[config.mk]
export PLATFORM = sky130hd
export DESIGN_NAME = json_string_unescape_utf8_core
export DESIGN_NICKNAME = d
export VERILOG_FILES = /design/src/sv/jsu_pkg.sv /design/src/sv/jsu_in_reg.sv /design/src/sv/jsu_step.sv /design/src/sv/jsu_res_buf.sv /design/src/sv/json_string_unescape_utf8_core.sv
export VERILOG_INCLUDE_DIRS = /design/src /design/src/sv
export SDC_FILE = /design/constraint.sdc
export NUM_CORES = 1
export LEC_CHECK = 0
export ABC_CLOCK_PERIOD_IN_PS = 4850
export BUFFER_PORTS_ARGS = -buffer_cell sky130_fd_sc_hd__clkbuf_2
export CAP_MARGIN = 30
export CORE_ASPECT_RATIO = 0.7
export CORE_UTILIZATION = 40
export DETAILED_ROUTE_END_ITERATION = 8
export SLEW_MARGIN = 20
export SYNTH_ARGS = -nofsm -noshare
export SYNTH_HDL_FRONTEND = slang
export SYNTH_SLANG_ARGS = --single-unit
[constraint.sdc]
create_clock -name clk_i -period 4.85 [get_ports clk_i]
set_clock_uncertainty 0.15 [all_clocks]
set_input_delay 0.2425 -clock clk_i [delete_from_list [all_inputs] [get_ports clk_i]]
set_output_delay 0.2425 -clock clk_i [all_outputs]
set_load 0.03 [all_outputs]
[src/sv/assert_macros.svh]
// Assertion helpers, clocked on clk_i and held off while rst_ni is low.
`ifndef ASSERT_MACROS_SVH
`define ASSERT_MACROS_SVH

// Same-cycle implication.
`define JSU_ASSERT_IMP(lbl, ante, cons, msg) \
  lbl: assert property (@(posedge clk_i) disable iff (!rst_ni) (ante) |-> (cons)) \
    else $error(msg);

// Next-cycle implication.
`define JSU_ASSERT_NXT(lbl, ante, cons, msg) \
  lbl: assert property (@(posedge clk_i) disable iff (!rst_ni) (ante) |=> (cons)) \
    else $error(msg);

`endif

[src/sv/jsu_pkg.sv]
package jsu_pkg;

  localparam int unsigned ResMax = 6;  // most result words one input word can cause

  // Characters the parser acts on
  localparam logic [7:0] ChQuote  = 8'h22;
  localparam logic [7:0] ChBslash = 8'h5C;
  localparam logic [7:0] ChLowerU = 8'h75;

  // UTF-8 lead and continuation marks
  localparam logic [7:0] Utf8Lead2 = 8'hC0;
  localparam logic [7:0] Utf8Lead3 = 8'hE0;
  localparam logic [7:0] Utf8Lead4 = 8'hF0;
  localparam logic [7:0] Utf8Cont  = 8'h80;

  // Top six bits of high (D800..DBFF) and low (DC00..DFFF) surrogates
  localparam logic [5:0] SurHiTag = 6'b110110;
  localparam logic [5:0] SurLoTag = 6'b110111;
  localparam logic [20:0] SuppBase = 21'h10000;

  typedef enum logic [2:0] {
    PhNormal,
    PhEscape,
    PhHex,
    PhHeld,
    PhHeldBs,
    PhLowHex,
    PhStopped
  } phase_e;

  typedef enum logic [2:0] {
    StOngoing,
    StDone,
    StBadEsc,
    StBadHex,
    StTrunc,
    StUnterm
  } status_e;

  typedef struct packed {
    logic       eot;
    logic [7:0] data;
  } in_item_t;

  typedef struct packed {
    status_e    status;
    logic       byte_valid;
    logic [7:0] out_byte;
  } res_ent_t;

  typedef struct packed {
    logic [2:0]                cnt;
    res_ent_t [ResMax-1:0]     ent;
  } res_list_t;

  typedef struct packed {
    logic       free;   // can load a new list this cycle
    logic [2:0] cnt;
  } buf_stat_t;

  typedef struct packed {
    logic [2:0]      len;
    logic [3:0][7:0] b;
  } utf8_t;

  typedef struct packed {
    logic       ok;
    logic [3:0] val;
  } hex_t;

  typedef struct packed {
    logic       ok;
    logic [7:0] val;
  } esc_t;

  function automatic hex_t hex_dec(input logic [7:0] c);
    hex_t r;
    r = '0;
    if (c >= 8'h30 && c <= 8'h39) begin
      r.ok  = 1'b1;
      r.val = c[3:0];
    end else if ((c >= 8'h61 && c <= 8'h66) || (c >= 8'h41 && c <= 8'h46)) begin
      r.ok  = 1'b1;
      r.val = c[3:0] + 4'd9;
    end
    return r;
  endfunction

  function automatic esc_t esc_map(input logic [7:0] c);
    esc_t r;
    r.ok = 1'b1;
    case (c)
      8'h22:   r.val = 8'h22;
      8'h5C:   r.val = 8'h5C;
      8'h2F:   r.val = 8'h2F;
      8'h62:   r.val = 8'h08;
      8'h66:   r.val = 8'h0C;
      8'h6E:   r.val = 8'h0A;
      8'h72:   r.val = 8'h0D;
      8'h74:   r.val = 8'h09;
      default: begin
        r.ok  = 1'b0;
        r.val = 8'h00;
      end
    endcase
    return r;
  endfunction

  function automatic utf8_t utf8_enc(input logic [20:0] cp);
    utf8_t r;
    r = '0;
    if (cp < 21'h80) begin
      r.len  = 3'd1;
      r.b[0] = {1'b0, cp[6:0]};
    end else if (cp < 21'h800) begin
      r.len  = 3'd2;
      r.b[0] = Utf8Lead2 | {3'b0, cp[10:6]};
      r.b[1] = Utf8Cont | {2'b0, cp[5:0]};
    end else if (cp < SuppBase) begin
      r.len  = 3'd3;
      r.b[0] = Utf8Lead3 | {4'b0, cp[15:12]};
      r.b[1] = Utf8Cont | {2'b0, cp[11:6]};
      r.b[2] = Utf8Cont | {2'b0, cp[5:0]};
    end else begin
      r.len  = 3'd4;
      r.b[0] = Utf8Lead4 | {5'b0, cp[20:18]};
      r.b[1] = Utf8Cont | {2'b0, cp[17:12]};
      r.b[2] = Utf8Cont | {2'b0, cp[11:6]};
      r.b[3] = Utf8Cont | {2'b0, cp[5:0]};
    end
    return r;
  endfunction

endpackage

[src/sv/jsu_in_reg.sv]
module jsu_in_reg import jsu_pkg::*; (
  input  logic     clk_i,
  input  logic     rst_ni,
  input  logic     in_valid_i,
  output logic     in_ready_o,
  input  in_item_t in_item_i,
  input  logic     consume_i,
  output logic     valid_o,
  output in_item_t item_o
);

  logic     valid_q, valid_d;
  in_item_t item_q;

  assign in_ready_o = !valid_q || consume_i;
  assign valid_d    = (in_valid_i && in_ready_o) || (valid_q && !consume_i);

  always_ff @(posedge clk_i or negedge rst_ni) begin
    if (!rst_ni) begin
      valid_q <= 1'b0;
    end else begin
      valid_q <= valid_d;
    end
  end

  always_ff @(posedge clk_i) begin
    if (in_valid_i && in_ready_o) begin
      item_q <= in_item_i;
    end
  end

  assign valid_o = valid_q;
  assign item_o  = item_q;

endmodule

[src/sv/jsu_step.sv]
module jsu_step import jsu_pkg::*; (
  input  logic      clk_i,
  input  logic      rst_ni,
  input  logic      en_i,
  input  in_item_t  item_i,
  output res_list_t list_o,
  output logic      stopped_o
);

  phase_e      phase_q, phase_d;
  logic [2:0]  cnt_q, cnt_d;
  logic [15:0] acc_q, acc_d;
  logic [15:0] held_q, held_d;

  logic        eot;
  logic [7:0]  b;
  hex_t        hv;
  esc_t        ev;
  logic [15:0] acc_new;
  logic [2:0]  cnt_new;
  logic        complete, hi_sur, lo_sur;
  logic        is_quote, is_bs, is_u;
  utf8_t       enc_unit, enc_comb, enc_held, raw_enc, esc_enc;

  logic        emit_held;
  utf8_t       main_enc;
  status_e     st;

  assign eot      = item_i.eot;
  assign b        = item_i.data;
  assign hv       = hex_dec(b);
  assign ev       = esc_map(b);
  assign acc_new  = {acc_q[11:0], hv.val};
  assign cnt_new  = cnt_q + 3'd1;
  assign complete = cnt_new >= 3'd4;
  assign hi_sur   = acc_new[15:10] == SurHiTag;
  assign lo_sur   = acc_new[15:10] == SurLoTag;
  assign is_quote = b == ChQuote;
  assign is_bs    = b == ChBslash;
  assign is_u     = b == ChLowerU;

  assign enc_unit = utf8_enc({5'b0, acc_new});
  assign enc_comb = utf8_enc(SuppBase + {1'b0, held_q[9:0], acc_new[9:0]});
  assign enc_held = utf8_enc({5'b0, held_q});
  assign raw_enc  = '{len: 3'd1, b: {24'h0, b}};
  assign esc_enc  = '{len: 3'd1, b: {24'h0, ev.val}};

  // Next state
  always_comb begin
    phase_d = phase_q;
    cnt_d   = cnt_q;
    acc_d   = acc_q;
    held_d  = held_q;
    if (eot) begin
      if (phase_q != PhStopped) begin
        phase_d = PhStopped;
      end
    end else begin
      case (phase_q)
        PhNormal, PhHeld: begin
          if (phase_q == PhHeld && is_bs) begin
            phase_d = PhHeldBs;
          end else if (is_quote) begin
            phase_d = PhStopped;
          end else if (is_bs) begin
            phase_d = PhEscape;
          end else begin
            phase_d = PhNormal;
          end
        end
        PhEscape, PhHeldBs: begin
          if (is_u) begin
            phase_d = (phase_q == PhHeldBs) ? PhLowHex : PhHex;
            cnt_d   = '0;
            acc_d   = '0;
          end else if (ev.ok) begin
            phase_d = PhNormal;
          end else begin
            phase_d = PhStopped;
          end
        end
        PhHex, PhLowHex: begin
          if (!hv.ok) begin
            phase_d = PhStopped;
          end else begin
            acc_d = acc_new;
            cnt_d = cnt_new;
            if (complete) begin
              if (phase_q == PhLowHex && lo_sur) begin
                phase_d = PhNormal;
              end else if (hi_sur) begin
                held_d  = acc_new;
                phase_d = PhHeld;
              end else begin
                phase_d = PhNormal;
              end
            end
          end
        end
        default: ;
      endcase
    end
  end

  // Outputs: optional held surrogate, then main bytes, then a status word
  always_comb begin
    emit_held = 1'b0;
    main_enc  = '0;
    st        = StOngoing;
    if (eot) begin
      case (phase_q)
        PhNormal, PhEscape: st = StUnterm;
        PhHex, PhLowHex:    st = StTrunc;
        PhHeld, PhHeldBs: begin
          emit_held = 1'b1;
          st        = StUnterm;
        end
        default: ;
      endcase
    end else begin
      case (phase_q)
        PhNormal, PhHeld: begin
          if (!(phase_q == PhHeld && is_bs)) begin
            emit_held = phase_q == PhHeld;
            if (is_quote) begin
              st = StDone;
            end else if (!is_bs) begin
              main_enc = raw_enc;
            end
          end
        end
        PhEscape, PhHeldBs: begin
          if (!is_u) begin
            emit_held = phase_q == PhHeldBs;
            if (ev.ok) begin
              main_enc = esc_enc;
            end else begin
              st = StBadEsc;
            end
          end
        end
        PhHex, PhLowHex: begin
          if (!hv.ok) begin
            st = StBadHex;
          end else if (complete) begin
            if (phase_q == PhLowHex && lo_sur) begin
              main_enc = enc_comb;
            end else begin
              emit_held = phase_q == PhLowHex;
              if (!hi_sur) begin
                main_enc = enc_unit;
              end
            end
          end
        end
        default: ;
      endcase
    end
  end

  // Lay the pieces out into result slots
  logic [2:0] len_a;
  logic       st_flag;
  logic [3:0] total;

  assign len_a   = emit_held ? enc_held.len : 3'd0;
  assign st_flag = st != StOngoing;
  assign total   = {1'b0, len_a} + {1'b0, main_enc.len} + {3'b0, st_flag};

  always_comb begin
    logic [3:0] pos;
    logic [3:0] k;
    list_o.cnt = (total > 4'(ResMax)) ? 3'(ResMax) : total[2:0];
    for (int i = 0; i < ResMax; i++) begin
      pos = 4'(i);
      k   = pos - {1'b0, len_a};
      list_o.ent[i] = '0;
      if (pos < {1'b0, len_a}) begin
        list_o.ent[i].byte_valid = 1'b1;
        list_o.ent[i].out_byte   = enc_held.b[pos[1:0]];
      end else if (k < {1'b0, main_enc.len}) begin
        list_o.ent[i].byte_valid = 1'b1;
        list_o.ent[i].out_byte   = main_enc.b[k[1:0]];
      end else if (k == {1'b0, main_enc.len} && st_flag) begin
        list_o.ent[i].status = st;
      end
    end
  end

  always_ff @(posedge clk_i or negedge rst_ni) begin
    if (!rst_ni) begin
      phase_q <= PhNormal;
      cnt_q   <= '0;
      acc_q   <= '0;
      held_q  <= '0;
    end else if (en_i) begin
      phase_q <= phase_d;
      cnt_q   <= cnt_d;
      acc_q   <= acc_d;
      held_q  <= held_d;
    end
  end

  assign stopped_o = phase_q == PhStopped;

endmodule

[src/sv/jsu_res_buf.sv]
module jsu_res_buf import jsu_pkg::*; (
  input  logic      clk_i,
  input  logic      rst_ni,
  input  logic      load_i,
  input  res_list_t list_i,
  input  logic      out_ready_i,
  output logic      out_valid_o,
  output res_ent_t  out_ent_o,
  output logic      out_last_o,
  output buf_stat_t stat_o
);

  logic [2:0]            cnt_q, cnt_d;
  res_ent_t [ResMax-1:0] ent_q;
  logic                  pop;

  assign out_valid_o = cnt_q != 3'd0;
  assign out_ent_o   = ent_q[0];
  assign out_last_o  = cnt_q == 3'd1;
  assign pop         = out_valid_o && out_ready_i;

  assign stat_o.free = (cnt_q == 3'd0) || (out_last_o && out_ready_i);
  assign stat_o.cnt  = cnt_q;

  always_comb begin
    cnt_d = cnt_q;
    if (load_i) begin
      cnt_d = list_i.cnt;
    end else if (pop) begin
      cnt_d = cnt_q - 3'd1;
    end
  end

  always_ff @(posedge clk_i or negedge rst_ni) begin
    if (!rst_ni) begin
      cnt_q <= '0;
    end else begin
      cnt_q <= cnt_d;
    end
  end

  // Shift line: head word always sits in slot 0
  always_ff @(posedge clk_i) begin
    if (load_i) begin
      ent_q <= list_i.ent;
    end else if (pop) begin
      for (int i = 0; i < ResMax - 1; i++) begin
        ent_q[i] <= ent_q[i+1];
      end
    end
  end

endmodule

[src/sv/json_string_unescape_utf8_core.sv]
// Channel  | Dir | tdata                            | tuser        | tlast
// ---------+-----+----------------------------------+--------------+------
// s_axis   | in  | [7:0] data_byte                  | end_of_text  | -
// m_axis   | out | [7:0] out_byte, [10:8] status    | byte_valid   | last
//
// Path: input register, then result shift buffer, whose head word drives m_axis.
// Rate: one input word per cycle while each causes at most one result and m_axis
// is ready; one with n results holds the result buffer until all n are taken.
// Reset: async, active low; parser returns to plain-text phase, buffers empty.
// Stalls: m_axis back-pressure fills the result buffer, then the input register,
// then drops s_axis_tready; after done or error, input is swallowed until reset.
`include "assert_macros.svh"

module json_string_unescape_utf8_core import jsu_pkg::*; (
  input  logic        clk_i,
  input  logic        rst_ni,
  // input words
  input  logic        s_axis_tvalid,
  output logic        s_axis_tready,
  input  logic [7:0]  s_axis_tdata,   // [7:0] data_byte
  input  logic        s_axis_tuser,   // [0] end_of_text
  // result words
  output logic        m_axis_tvalid,
  input  logic        m_axis_tready,
  output logic [15:0] m_axis_tdata,   // [7:0] out_byte, [10:8] status, rest zero
  output logic        m_axis_tuser,   // [0] byte_valid
  output logic        m_axis_tlast    // last result of one input word
);

  in_item_t  in_item, held_item;
  logic      in_valid;
  logic      consume;
  res_list_t list;
  logic      stopped;
  buf_stat_t bstat;
  res_ent_t  out_ent;

  assign in_item = '{eot: s_axis_tuser, data: s_axis_tdata};

  // An input word moves on once the result buffer can take its whole list
  assign consume = in_valid && bstat.free;

  jsu_in_reg u_in_reg (
    .clk_i      (clk_i),
    .rst_ni     (rst_ni),
    .in_valid_i (s_axis_tvalid),
    .in_ready_o (s_axis_tready),
    .in_item_i  (in_item),
    .consume_i  (consume),
    .valid_o    (in_valid),
    .item_o     (held_item)
  );

  jsu_step u_step (
    .clk_i     (clk_i),
    .rst_ni    (rst_ni),
    .en_i      (consume),
    .item_i    (held_item),
    .list_o    (list),
    .stopped_o (stopped)
  );

  jsu_res_buf u_res_buf (
    .clk_i       (clk_i),
    .rst_ni      (rst_ni),
    .load_i      (consume),
    .list_i      (list),
    .out_ready_i (m_axis_tready),
    .out_valid_o (m_axis_tvalid),
    .out_ent_o   (out_ent),
    .out_last_o  (m_axis_tlast),
    .stat_o      (bstat)
  );

  assign m_axis_tdata = {5'b0, out_ent.status, out_ent.out_byte};
  assign m_axis_tuser = out_ent.byte_valid;

  // Checks
  `JSU_ASSERT_NXT(a_stop_sticky, stopped, stopped, "parser left stopped phase")
  `JSU_ASSERT_IMP(a_stop_silent, stopped, list.cnt == 3'd0, "result after run ended")
  `JSU_ASSERT_NXT(a_accept_held, s_axis_tvalid && s_axis_tready, in_valid,
                  "accepted word lost")
  `JSU_ASSERT_NXT(a_drain_empty, m_axis_tvalid && m_axis_tready && m_axis_tlast && !consume,
                  !m_axis_tvalid, "result buffer not empty after last word")

endmodule

Word level (Yosys, flattened, before mapping)
Index checks and enable logic that the tools add are counted.

Register bits: 119. Input port bits: 13. Output and inout port bits: 20.

$add $sub $neg: 12. Order comparisons: 33. Eq/ne operators: 28. Mux-type cells: 116. Bitwise gates (word level): 3. Reduce and logical (&&, ||, !) cells: 39.

Operators with widths (count): 35-bit 2-to-1 mux (8); 60-bit 2-to-1 mux (2); 3-bit 2-to-1 mux (37); 35-bit case mux with 3 select lines (1); 8-bit 2-to-1 mux (13); 9-bit 2-to-1 mux (11); 8-bit binary-select mux with 2-bit select (6); 33-bit 2-to-1 mux (2); 8-bit by 7-bit equality test with 1-bit output, second input constant (7); 7-bit case mux with 8 select lines (1); 16-bit 2-to-1 mux (3); 24-bit 2-to-1 mux (2); 16-bit by 12-bit less-than comparator with 1-bit output, second input constant (2); 16-bit by 8-bit less-than comparator with 1-bit output, second input constant (2); 14-bit 2-to-1 mux (2); 4-bit by 3-bit equality test with 1-bit output (6); 4-bit by 3-bit less-than comparator with 1-bit output (6); 12-bit 2-to-1 mux (2); 12-bit case mux with 2 select lines (1); 22-bit 2-to-1 mux (1); 17-bit by 20-bit adder with 21-bit output, first input constant (1); 21-bit by 12-bit less-than comparator with 1-bit output, second input constant (1); 21-bit by 17-bit less-than comparator with 1-bit output, second input constant (1); 21-bit by 8-bit less-than comparator with 1-bit output, second input constant (1); 47 further kinds (112).

Logic depth before layout (Yosys ltp)
Gate-level depths: netlist (run 1).

Depth in word-level cells: 21. Depth in mapped cells: 18. Mapped depth without buffers: 16.

Cells and area by module
A second synthesis (run 1) with hierarchy kept.

Cell total of the unflattened synthesis: 920. Area total of the unflattened synthesis: 8577.0 um2.

Modules (own cells, without submodules): jsu_step (instances 1, cells an instance 722, area each 4973.5 um2, seq. area each 850.8 um2); jsu_res_buf (instances 1, cells an instance 178, area each 3231.8 um2, seq. area each 2237.1 um2); jsu_in_reg (instances 1, cells an instance 13, area each 324.1 um2, seq. area each 295.3 um2); json_string_unescape_utf8_core (instances 1, cells an instance 7, area each 47.5 um2, seq. area each 0.0 um2).

Worst setup path after synthesis (run 1)
Ideal clock, no wire load.

Path type: flip-flop to flip-flop. Start point: register u_in_reg.item_q, in the netlist u_in_reg.item_o[1]. End point: register u_res_buf.ent_q[25] (netlist bit) (data pin). Setup time: 146 ps. Arrival time: 4278 ps. Data required time: 4554 ps. Slack: 276 ps. Stages on the path, launching flop included: 18. Clock period less this slack: 4574 ps. Cells stage by stage: edfxtp_1 -> inv_1 -> ha_1 -> o21bai_1 -> a21oi_1 -> o2111a_1 -> nor2_1 -> nor2_1 -> clkbuf_1 -> ha_1 -> inv_1 -> clkbuf_1 -> ha_1 -> a21o_1 -> a21o_1 -> nand2b_1 -> a211o_1 -> a21oi_1.

Cells in the longest elaborated chain, start to end: 20. Elaborated cells on any way between the ends: 72. Classes of those cells: 3 x add/sub; 13 x order compare; 9 x eq/ne; 41 x mux; 6 x reduce/logical.

Ends and longest elaborated chain: start, declared (RTL line jsu_in_reg.sv:13) `in_item_t item_q;`; start signal, assigned (RTL line jsu_in_reg.sv:28) `item_q <= in_item_i;`; branches (longest 18 deep; another with 17-bit by 20-bit adder with 21-bit output); 9-bit 2-to-1 mux (*) (RTL line jsu_step.sv:178) `if (pos < {1'b0, len_a}) begin`; 60-bit 2-to-1 mux (*) (RTL line jsu_res_buf.sv:44) `if (load_i) begin`; end signal, assigned (RTL line jsu_res_buf.sv:45) `ent_q <= list_i.ent;`; end signal, assigned by index (RTL line jsu_res_buf.sv:48) `ent_q[i] <= ent_q[i+1];`; end, declared (RTL line jsu_res_buf.sv:14) `res_ent_t [ResMax-1:0] ent_q;`.

Every way passes the cells marked *. The select of a mux whose other input is x is not followed. A chain may end at the register's enable or synchronous reset.

Worst setup path in the final report (run 1)
Start point: register u_in_reg.item_q, in the netlist u_in_reg.item_o[1]. End point: register u_res_buf.ent_q[30] (netlist bit) (data pin).

Cells in the longest elaborated chain, start to end: 19. Elaborated cells on any way between the ends: 68. Classes of those cells: 3 x add/sub; 13 x order compare; 9 x eq/ne; 37 x mux; 6 x reduce/logical.

Ends and longest elaborated chain: 8-bit by 7-bit greater-or-equal comparator with 1-bit output / 8-bit by 7-bit less-or-equal comparator with 1-bit output (equally long branches) (RTL line jsu_pkg.sv:82) `end else if ((c >= 8'h61 && c <= 8'h66) || (c >= 8'h41 && c <= 8'h46)) begin`; 1-bit logical AND (RTL line jsu_pkg.sv:82); 1-bit logical OR (RTL line jsu_pkg.sv:82); 5-bit 2-to-1 mux (RTL line jsu_pkg.sv:82); 5-bit 2-to-1 mux (RTL line jsu_pkg.sv:79) `if (c >= 8'h30 && c <= 8'h39) begin`; 17-bit by 20-bit adder with 21-bit output (RTL line jsu_step.sv:43) `assign enc_comb = utf8_enc(SuppBase + {1'b0, held_q[9:0], acc_new[9:0]});`; 21-bit by 17-bit less-than comparator with 1-bit output / 21-bit by 12-bit less-than comparator with 1-bit output (equally long branches) (RTL line jsu_pkg.sv:119, jsu_pkg.sv:115); 3-bit 2-to-1 mux / 16-bit 2-to-1 mux (equally long branches) (RTL line jsu_pkg.sv:119, jsu_pkg.sv:115); [... 3 more ...]; 35-bit 2-to-1 mux, on equally long branches (RTL line jsu_step.sv:145, jsu_step.sv:143); 35-bit 2-to-1 mux / 35-bit case mux with 3 select lines (equally long branches) (RTL line jsu_step.sv:143, jsu_step.sv:121); 35-bit case mux with 3 select lines / 35-bit 2-to-1 mux (equally long branches) (RTL line jsu_step.sv:121, jsu_step.sv:110); 35-bit 2-to-1 mux / 8-bit binary-select mux with 2-bit select (equally long branches) (RTL line jsu_step.sv:110, jsu_step.sv:183); 4-bit by 3-bit less-than comparator with 1-bit output / 8-bit 2-to-1 mux (equally long branches) (RTL line jsu_step.sv:181, jsu_step.sv:183); 9-bit 2-to-1 mux (RTL line jsu_step.sv:181) `end else if (k < {1'b0, main_enc.len}) begin`; 9-bit 2-to-1 mux (*) (RTL line jsu_step.sv:178); 60-bit 2-to-1 mux (*) (RTL line jsu_res_buf.sv:44).

Mark *: on every way between the ends. The rest lies on a longest branch, timed or not. The select of a mux whose other input is x is not followed.

==> results of run 1 <==
-- layout by cell type, fill, tap and decap left out, types with 13 or more instances in the layout --
| master | n |
|---|---|
| a211oi_1 | 14 |
| a21o_1 | 15 |
| a21oi_1 | 54 |
| a22oi_1 | 13 |
| buf_4 | 43 |
| clkbuf_16 | 17 |
| clkbuf_2 | 27 |
| dfrtp_1 | 38 |
| edfxtp_1 | 81 |
| ha_1 | 23 |
| inv_1 | 26 |
| nand2_1 | 102 |
| nand2b_1 | 15 |
| nand3_1 | 25 |
| nor2_1 | 80 |
| nor3_1 | 22 |
| o21ai_0 | 77 |
| o31ai_1 | 15 |
-- worst reg2reg max path, cell delays in order, from the launching register on --
cell and delay (ns):
edfxtp_1 0.50, inv_1 0.13, ha_1 0.25, or3b_1 0.39, and3_1 0.31, o2111a_1 0.30, o22a_1 0.28, ha_1 0.38
inv_1 0.08, ha_1 0.31, a21o_1 0.20, a21o_1 0.22, nand2b_1 0.29, o41ai_1 0.46
-- registers in the layout (all words and copies together) (netlist names) --
signal / cells
u_res_buf.ent_q: 60
u_step.held_q: 16
u_res_buf.out_ent_o: 12
u_step.acc_q: 12
u_in_reg.item_o: 9
u_res_buf.cnt_q: 3
u_step.cnt_q: 3
u_step.phase_q: 3
u_in_reg.valid_o: 1
-- cells by family after synthesis --
| kind of cell | count (synthesis) | share of synthesized area [%] |
|---|---|---|
| buf+inv | 102 | 5.81 |
| fa+ha+maj | 25 | 4.07 |
| simple gates | 323 | 19.7 |
| compound gates | 301 | 25.4 |
| xor+xnor | 4 | 0.435 |
| flops | 119 | 42.0 |
| other cells | 1 | 0.0465 |
| mux | 19 | 2.55 |
-- area by class of cell --
class                           instances  area (sq um)
Inverter                               28           105
Clock buffer                           20           437
Clock inverter                         12           158
Fill cell                            1909         10500
Tap cell                              270           338
Timing Repair Buffer                   82           578
Multi-Input combinational cell        677          4220
Sequential cell                       119          3380
-- report_power, final --
part           total, W  switching (W)  internal (W)
clock           0.00131       0.000465      0.000848
combinational   0.00222        0.00150      0.000715
sequential      0.00177       0.000177       0.00159
-- how the worst max path moves through the flow --
stage,start,to,slack (ns),cells past startpoint
final,u_in_reg.item_o[1],u_res_buf.ent_q[30],0.37,13
after global routing,u_in_reg.item_o[0],u_res_buf.cnt_q[2],0.10,16
after CTS,u_in_reg.item_o[0],u_res_buf.ent_q[30],0.42,13
after detailed placement,u_in_reg.item_o[1],u_res_buf.ent_q[30],0.47,13
after global placement,u_in_reg.item_o[0],u_res_buf.cnt_q[2],0.49,16
after floorplan,u_in_reg.item_o[1],u_res_buf.ent_q[25],0.28,17
-- metrics by stage --
stage / setup slack [ns] / cells / hold WS, ns / cell area (sq um) / power, W
4_1_cts: 0.422 / 1208 / 0.291 / 9220 / 0.00527
2_1_floorplan: 0.276 / 898 / -0.203 / 8070 / 0.00325
6_report: 0.371 / 1208 / 0.267 / 9220 / 0.00530
5_1_grt: 0.102 / 1208 / 0.346 / 9220 / 0.00560
3_5_place_dp: 0.465 / 1164 / 0.208 / 8510 / 0.00394
3_3_place_gp: 0.490 / 1164 / 0.213 / 8510 / 0.00393
-- per-layer routing --
metal / vias up / routed length, um / share of wire [%]
li1: 3408 / - / -
met1: 3547 / 12400 / 48
met2: 422 / 9820 / 38
met3: 34 / 3460 / 13
met4: 0 / 253 / 0.97
met5: - / 0 / 0
==> key figures, run 1 <==
Setup path
  • Slack of the worst reg-to-reg path: about 0.37 ns
  • Required @ worst endpoint: 4.90 ns
  • Crit Path Category: register to register
  • Max stage delay on crit path: ~0.5 ns
  • Critical-path top delay cell: edfxtp_1
  • CP max FO: 10
  • Type of destination of the critical path: register
  • Launch point of the worst reg-to-reg path: u_in_reg.item_o[1]
  • Critical path's most frequent cell: ha_1
  • Cell count of the worst reg-to-reg path: 13
  • Arrival time reported for the critical path endpoint: roughly 4.5 ns
  • Cell family with the largest share of critical-path delay: compound AO/OA/AOI/OAI gates
  • Worst R2R End: u_res_buf.ent_q[30]
  • Critical path buffer and inverter count: 2
  • Element type at the critical path start: register
  • Cell-by-cell listing of the critical path: inv_1 > ha_1 > or3b_1 > and3_1 > o2111a_1 > o22a_1 > ha_1 > inv_1 > ha_1 > a21o_1 > a21o_1 > nand2b_1 > o41ai_1

Die
  • Number of rows in the core area: 43
  • Starting utilization of the core area: 40.8%
  • Chip height: 121 um
  • Floorplan Core Area: just under 20000 sq um
  • Floorplan die area: ~21000 sq um
  • I/O pins: 33
  • Die span in x: 172 um

Drt
  • Vias: around 7400
  • Iteration-0 DRC Markers: roughly 1300
  • Final wirelength: between 20000 and 30000 um
  • Detail-routed net length per standard cell: around 22 um
  • Number of detailed-routing iterations run before antenna repair: 6
  • Vias/cell: just over 6
  • Antenna-violating nets left: 0
  • Number of remaining DRC errors: 0

Global routing
  • Met2 Track Usage GR: about 33%
  • Total overflow reported by the global router: 0
  • Met1 Resource Use GR: 40.9%
  • Most used routing layer: met1
  • Pin count of the biggest net entering global routing: 42
  • Overall fraction of global-route tracks in use: about a quarter
  • Vias in the first global route: 6739
  • Initial antenna violation count: 0
  • Global-route track usage on met3: between 10% and 20%
  • Global-route wire length before repair: around 40000 um

Final layout
  • Syn-to-layout area delta: 14.5%
  • Share of final-layout standard cells stronger than drive strength 1: 13.9%
  • Share of the core filled with cells: 46.7%
  • Number of diodes: 0
  • Final layout net count: just under 1000

CTS
  • Sinks on the clock net: 119
  • TritonCTS clock tree: built
  • Level count of the clock H-tree: 4
  • Clk Latency, worst-skew pair: around 0.43 ns
  • Clock-pin transition on the worst setup and hold timing paths: roughly 0.060 ns
  • Post-CTS resize count: 0
  • Clock buffers created by TritonCTS: 17
  • Clk Tree Root Cell: clkbuf_16
  • Postcts setup bufs: 0
  • Hold-fix buffers, CTS: 12
  • CTS Buffer Depth: 2

Placement
  • Count of port buffers added during placement: 27
  • Detailed Place HPWL: approximately 19000 um
  • Weighted congestion reported at the end of routability-driven placement: 0.994

Timing
  • Time the worst path needs with I/O delays and setup: 4.48 ns
  • Rel. slew slack: around 38%
  • Portion of the clock cycle consumed by the worst path in the final layout: 92.3%
  • Setup TNS: 0 ns
  • Number of hold violations in the final report: 0
  • Unrepaired setup endpoints after global routing: no
  • Actual slew at the worst max-slew pin: 0.912 ns
  • Fin. max-slew vios: 0
  • Setup violation total in the final timing report: 0
  • Highest clock rate: between 200 and 250 MHz

Synthesis
  • Synthesized netlist cell count: 894
  • Primary FF master, synth: edfxtp_1
  • Number of flops mapped to enable cells by yosys: between 80 and 90
  • Unique cell type count in the Yosys netlist: 89
  • Post-synthesis sequential element count: 119
  • Post-synthesis sequential area ratio: between 40% and 50%
  • Area contributors post-synth: edfxtp_1 (30%), dfrtp_1 (12%), o21ai_0 (4.8%)
  • Average instance area after synthesis: between 9 and 10 sq um
  • Async S/R FF share, synth: between 30% and 40%
  • Most frequent cell after synthesis: nand2_1
  • Ranking of synthesized cells by instance count: nand2_1 (103), edfxtp_1 (81), nor2_1 (80), o21ai_0 (78), a21oi_1 (54)
  • Post-synth design cell area: between 8000 and 9000 sq um
  • Count of yosys warnings during synthesis: 0
  • Area leader, netlist: edfxtp_1
  • Share of the synthesized area in the top cell type: between 30% and 40%

Pwr
  • PD cells: approximately 570 nW/um^2
  • Largest vdd supply drop: 365 uV
  • P_leak: between 3 and 4 nW

Run
  • Number of max-capacitance violations reported: 0

Min path
  • Class of the worst hold path: input port to async pin

Status
  • Result of the run: completed
No activity file was read; power rests on OpenSTA's default activity.
==> inputs of run 2 (changes only) <==
- BUFFER_PORTS_ARGS: -buffer_cell sky130_fd_sc_hd__clkbuf_2 -> unset
- DONT_BUFFER_PORTS: unset -> 1
==> key figures, run 2 (synthesis results as in run 1) <==
Setup path
  • Max stage delay on crit path: 0.56 ns (+0.06 ns)
  • Type of destination of the critical path: register
  • Cell-by-cell listing of the critical path: inv_1 > ha_1 > and4_1 > a21o_1 > o311ai_0 > nor2_1 > nor2_1 > ha_1 > inv_1 > ha_1 > a21o_1 > a21o_1 > nand2b_1 > o41ai_1
  • Critical path buffer and inverter count: 2 (unchanged)
  • Cell family with the largest share of critical-path delay: compound AO/OA/AOI/OAI gates
  • Critical-path top delay cell: o311ai_0
  • CP max FO: 9 (-1)
  • Crit Path Category: register to register
  • Required @ worst endpoint: 4.88 ns (-0.02 ns)
  • Element type at the critical path start: register
  • Arrival time reported for the critical path endpoint: 4.51 ns (-0.02 ns)

Drt
  • Highest metal layer with signal wires: met5
  • Number of detailed-routing iterations run before antenna repair: 8 (+2)
  • Vias: 7223 (-2.5%)
  • Met2 wire len: 9780 um (-0.43%)
  • Antenna-violating nets left: 0 (unchanged)
  • Iteration-0 DRC Markers: 1053 (-16%)
  • Met3 routed WL: 3010 um (-13%)
  • Final wirelength: 25900 um (-0.11%)
  • Vias/cell: 6.13 (about the same)
  • Detail-routed net length per standard cell: 22.0 um (+2.4%)
  • Number of remaining DRC errors: 0 (unchanged)
  • Post-route met1 wirelength: 12800 um (+3.2%)

CTS
  • Postcts setup bufs: 0 (unchanged)
  • Clk Tree Root Cell: clkbuf_16
  • Level count of the clock H-tree: 4 (unchanged)
  • Post-CTS resize count: 0 (unchanged)
  • Clock buffers created by TritonCTS: 17 (unchanged)
  • Clk Latency, worst-skew pair: 0.43 ns (about the same)
  • Sinks on the clock net: 119 (unchanged)
  • Clock-pin transition on the worst setup and hold timing paths: 0.06 ns (about the same)
  • TritonCTS clock tree: built
  • CTS Buffer Depth: 2 (unchanged)

Timing
  • Number of hold violations in the final report: 0 (unchanged)
  • Portion of the clock cycle consumed by the worst path in the final layout: 92.4% (about the same)
  • Unrepaired setup endpoints after global routing: no
  • Actual slew at the worst max-slew pin: 0.911 ns (-0.000914 ns)
  • Highest clock rate: 223 MHz (about the same)
  • Rel. slew slack: 38.7% (+1.1 points)
  • Setup TNS: 0 ns (unchanged)
  • Time the worst path needs with I/O delays and setup: 4.48 ns (+0.00427 ns)
  • Setup violation total in the final timing report: 0 (unchanged)
  • Fin. max-slew vios: 0 (unchanged)

Placement
  • Detailed Place HPWL: 19300 um (+0.59%)
  • Weighted congestion reported at the end of routability-driven placement: 0.944 (-5.0%)
  • Placement-stage cell area: 8340 sq um (-1.9%)
  • Count of port buffers added during placement: 0 (-100%)

Die
  • Die span in x: 172 um (unchanged)
  • Floorplan Core Area: 19700 sq um (unchanged)
  • Floorplan die area: 20700 sq um (unchanged)
  • Chip height: 121 um (unchanged)
  • Starting utilization of the core area: 40.8% (unchanged)
  • I/O pins: 33 (unchanged)
  • Number of rows in the core area: 43 (unchanged)

Final layout
  • Syn-to-layout area delta: 12.8%
  • Registers with the most flip-flops: u_res_buf.ent_q (60), u_step.held_q (16)
  • Share of final-layout standard cells stronger than drive strength 1: 11.9% (-2.0 points)
  • Final layout net count: 933 (-3.1%)
  • Filler Cells Inserted: 1899 (-0.52%)
  • Number of diodes: 0 (unchanged)
  • Max FFs per register: 60 (unchanged)
  • Final Instance Area: 9090 sq um (-1.5%)
  • Register bank with the most flops: u_res_buf.ent_q
  • Most used cells in the layout excluding fill and tap cells: nand2_1 (102), edfxtp_1 (81), nor2_1 (80)
  • Commonest non-fill, non-tap cell in the layout: nand2_1

Run
  • Number of max-capacitance violations reported: 0 (unchanged)

Global routing
  • Pin count of the biggest net entering global routing: 42 (unchanged)
  • Vias in the first global route: 6506 (-3.5%)
  • Total overflow reported by the global router: 0 (unchanged)
  • Initial antenna violation count: 0 (unchanged)
  • Global-route wire length before repair: 39800 um (-0.94%)
  • Overall fraction of global-route tracks in use: 26.4% (about the same)

Min path
  • Class of the worst hold path: input port to register

Status
  • Result of the run: completed

Pwr
  • Largest vdd supply drop: 562 uV (+54%)
  • PD cells: 576 nW/um^2 (+0.24%)
  • P_leak: 3.50 nW (-3.5%)
[run 2: metal layers]
metal / GRT usage [%] / up-vias
met5: 2.30 / -
met2: 33.2 / 342
met3: 9.46 / 25
met4: 5.75 / 2
met1: 41.4 / 3500
li1: - / 3354
[run 2: stage by stage]
| stage | power [W] | setup WS, ns | instances | hold slack (ns) | util [%] |
|---|---|---|---|---|---|
| 2_1_floorplan | 0.00325 | 0.276 | 898 | -0.203 | - |
| 5_1_grt | 0.00554 | 0.0585 | 1178 | 0.144 | 46.0 |
| 4_1_cts | 0.00520 | 0.407 | 1178 | 0.0822 | 46.0 |
| 3_3_place_gp | 0.00385 | 0.507 | 1133 | -0.202 | 42.3 |
| 6_report | 0.00523 | 0.367 | 1178 | 0.116 | 46.0 |
| 3_5_place_dp | 0.00386 | 0.455 | 1133 | -0.202 | 42.3 |
[run 2: layout make-up]
class	count	area, sq um	area share, %
sequential	119	3380	37.2
tap	270	338	3.72
timing repair buffer	52	433	4.76
clock inverter	15	179	1.97
inverter	28	105	1.16
multi-input combinational	677	4220	46.5
clock buffer	17	425	4.68
[run 2: final timing paths]
kind / to / start / slack, ns / depth (start not counted)
worst max-delay path: u_res_buf.ent_q[30] / u_in_reg.item_o[1] / 0.37 / 14
worst min-delay path: u_in_reg.valid_o / m_axis_tready / 0.12 / 3
worst max register to register: u_res_buf.ent_q[30] / u_in_reg.item_o[1] / 0.37 / 14
worst min register to register: u_step.held_q[11] / u_step.held_q[11] / 0.33 / 1
max in group asynchronous: u_res_buf.cnt_q[0] / rst_ni / 4.19 / 2
min in group asynchronous: u_step.phase_q[1] / rst_ni / 0.13 / 2
[run 2: repair_timing]
action | CTS | global route
setup endpoints to repair | 0 | 0
endpoints found under the hold margin | 49 | 0
hold buffers | 13 | 0
[run 2: worst register-to-register path, cell delays in order (launching register included)]
cell and delay, ns:
edfxtp_1 0.49, inv_1 0.13, ha_1 0.25, and4_1 0.25, a21o_1 0.20, o311ai_0 0.56, nor2_1 0.15, nor2_1 0.22
ha_1 0.31, inv_1 0.11, ha_1 0.25, a21o_1 0.19, a21o_1 0.22, nand2b_1 0.28, o41ai_1 0.49
[run 2: where the power goes]
| part | switching, W | internal [W] |
|---|---|---|
| sequential | 0.000276 | 0.00160 |
| combinational | 0.00139 | 0.000659 |
| clock | 0.000501 | 0.000808 |
==> inputs of run 3 (changes only) <==
- CORE_UTILIZATION: 40 -> 46
==> key figures, run 3 (synthesis results as in run 1) <==
Drt
  • Number of detailed-routing iterations run before antenna repair: 6 (-2)
  • Detail-routed net length per standard cell: 22.9 um (+4.0%)
  • Iteration-0 DRC Markers: 787 (-25%)
  • Vias/cell: 6.36 (+3.7%)
  • Final wirelength: 25900 um (about the same)
  • Number of remaining DRC errors: 0 (unchanged)
  • Antenna-violating nets left: 0 (unchanged)
  • Vias: 7198 (-0.35%)

CTS
  • Clk Latency, worst-skew pair: 0.42 ns (about the same)
  • TritonCTS clock tree: built
  • Level count of the clock H-tree: 4 (unchanged)
  • Post-CTS resize count: 0 (unchanged)
  • Postcts setup bufs: 0 (unchanged)
  • Clock buffers created by TritonCTS: 17 (unchanged)
  • Sinks on the clock net: 119 (unchanged)
  • Clk Tree Root Cell: clkbuf_16
  • Clock-pin transition on the worst setup and hold timing paths: 0.06 ns (about the same)
  • CTS Buffer Depth: 2 (unchanged)

Setup path
  • Critical path buffer and inverter count: 4 (+2)
  • Required @ worst endpoint: 4.98 ns (+0.10 ns)
  • Type of destination of the critical path: register
  • Cell-by-cell listing of the critical path: inv_1 > ha_1 > and4_1 > a21o_1 > o311ai_0 > nor2_1 > nor2_1 > buf_4 > inv_1 > buf_4 > ha_1 > o21bai_1 > a21oi_1 > nand2_1 > nor2_1 > a221o_1
  • CP max FO: 21 (+12)
  • Cell family with the largest share of critical-path delay: compound AO/OA/AOI/OAI gates
  • Max stage delay on crit path: 0.55 ns (about the same)
  • Element type at the critical path start: register
  • Arrival time reported for the critical path endpoint: 4.63 ns (+0.12 ns)
  • Crit Path Category: register to register
  • Critical-path top delay cell: o311ai_0
  • Critical path's most frequent cell: nor2_1

Run
  • Number of max-capacitance violations reported: 0 (unchanged)

Pwr
  • Switching power total: 0.00209 W (-3.5%)
  • Largest vdd supply drop: 596 uV (+6.2%)
  • Fraction of power spent switching nets: 40.8% (-0.63 points)
  • Seq pwr share: 37.1% (+1.3 points)
  • Cell Int Power: 0.00304 W (-0.90%)
  • Final total power: 0.00513 W (-2.0%)
  • Clock share of power: 25.6% (+0.6 points)
  • P_leak: 3.47 nW (-0.70%)
  • Gate power share: 37.3% (-1.9 points)
  • PD cells: 571 nW/um^2 (-0.84%)

Timing
  • Actual slew at the worst max-slew pin: 0.894 ns (-0.0178 ns)
  • Rel. slew slack: 40.3% (+1.6 points)
  • Unrepaired setup endpoints after global routing: no
  • Setup TNS: 0 ns (unchanged)
  • Portion of the clock cycle consumed by the worst path in the final layout: 92.9% (+0.46 points)
  • Fin. max-slew vios: 0 (unchanged)
  • Setup violation total in the final timing report: 0 (unchanged)
  • Time the worst path needs with I/O delays and setup: 4.50 ns (+0.0221 ns)
  • Highest clock rate: 222 MHz (-0.49%)
  • Number of hold violations in the final report: 0 (unchanged)

Final layout
  • Filler Cells Inserted: 1606 (-15%)
  • Syn-to-layout area delta: 11.5%
  • Number of diodes: 0 (unchanged)
  • Final layout net count: 927 (-0.64%)
  • Max FFs per register: 60 (unchanged)
  • Multi-input combinational cell area: 4220 sq um (unchanged)
  • Share of final-layout standard cells stronger than drive strength 1: 11.1% (-0.80 points)
  • Register cell area after layout: 3380 sq um (unchanged)
  • Most used cells in the layout excluding fill and tap cells: nand2_1 (102), edfxtp_1 (81), nor2_1 (80)
  • Share of the core filled with cells: 52.3% (+6.3 points)
  • Commonest non-fill, non-tap cell in the layout: nand2_1
  • Register bank with the most flops: u_res_buf.ent_q
  • Registers with the most flip-flops: u_res_buf.ent_q (60), u_step.held_q (16)
  • Finished Layout Cells: 1132 (-3.9%)

Global routing
  • Overall fraction of global-route tracks in use: 29.6% (+3.2 points)
  • Pin count of the biggest net entering global routing: 78 (+86%)
  • Initial antenna violation count: 0 (unchanged)
  • Vias in the first global route: 6762 (+3.9%)
  • Global-route wire length before repair: 40400 um (+1.4%)
  • Total overflow reported by the global router: 0 (unchanged)

Placement
  • Weighted congestion reported at the end of routability-driven placement: 0.920 (-2.5%)
  • Detailed Place HPWL: 18900 um (-1.9%)
  • Count of port buffers added during placement: 0 (unchanged)
  • # placed instances: 1088 (-4.0%)

Die
  • Die span in x: 160 um (-6.7%)
  • I/O pins: 33 (unchanged)
  • Floorplan Core Area: 17200 sq um (-13%)
  • Number of rows in the core area: 40 (-7.0%)
  • Chip height: 113 um (-6.6%)
  • Starting utilization of the core area: 46.9% (+6.1 points)
  • Floorplan die area: 18100 sq um (-13%)

Min path
  • Class of the worst hold path: input port to register

Status
  • Result of the run: completed
==> run 3: layout make-up <==
cell class | instances | share of cell area [%]
Clock buffer | 17 | 4.73
Tap cell | 231 | 3.22
Clock inverter | 14 | 1.94
Inverter | 28 | 1.17
Multi-Input combinational cell | 677 | 47.0
Timing Repair Buffer | 46 | 4.28
Sequential cell | 119 | 37.7
==> run 3: timing repair <==
action                                 CTS  global route
setup endpoints to repair                0             0
endpoints found under the hold margin   49             0
hold buffers                            13             0
==> run 3: layer usage <==
metal	GRT usage, %	up-vias	wire [um]
met2	43.1	355	11000
met4	7.43	0	378
met3	5.98	37	2130
li1	-	3340	-
met5	0	-	0
met1	44.7	3466	12500
==> run 3: power by group through the flow <==
stage / logic (W) / registers [W] / clock network, W
2_1_floorplan: 0.00154 / 0.00171 / 0
3_3_place_gp: 0.00185 / 0.00191 / 0
3_5_place_dp: 0.00188 / 0.00191 / 0
4_1_cts: 0.00190 / 0.00190 / 0.00133
5_1_grt: 0.00211 / 0.00193 / 0.00137
6_report: 0.00192 / 0.00190 / 0.00131
==> run 3: worst reg2reg max path, cell delays in order, from the launching register on <==
cell and delay (ns):
edfxtp_1 0.50, inv_1 0.13, ha_1 0.24, and4_1 0.24
a21o_1 0.20, o311ai_0 0.55, nor2_1 0.17, nor2_1 0.20
buf_4 0.29, inv_1 0.10, buf_4 0.21, ha_1 0.23
o21bai_1 0.16, a21oi_1 0.45, nand2_1 0.26, nor2_1 0.16
a221o_1 0.12
==> run 3: path summary, 6_finish.rpt <==
path | start | depth (start not counted) | slack, ns | endpoint
setup / recovery | u_in_reg.item_o[1] | 16 | 0.35 | u_res_buf.ent_q[37]
max in group asynchronous | rst_ni | 2 | 4.14 | u_res_buf.cnt_q[0]
min in group asynchronous | rst_ni | 2 | 0.19 | u_step.held_q[4]
hold reg to reg | u_step.held_q[11] | 1 | 0.35 | u_step.held_q[11]
setup reg to reg | u_in_reg.item_o[1] | 16 | 0.35 | u_res_buf.ent_q[37]
hold / removal | m_axis_tready | 3 | 0.11 | u_in_reg.valid_o
==> run 3: metrics by stage <==
| stage | instance area [sq um] | hold WS [ns] | setup slack [ns] |
|---|---|---|---|
| final | 8980 | 0.107 | 0.345 |
| after global routing | 8980 | 0.150 | 0.0764 |
| after CTS | 8980 | 0.101 | 0.395 |
| after detailed placement | 8250 | -0.201 | 0.426 |
| after global placement | 8240 | -0.202 | 0.572 |
| after floorplan | 8070 | -0.203 | 0.276 |
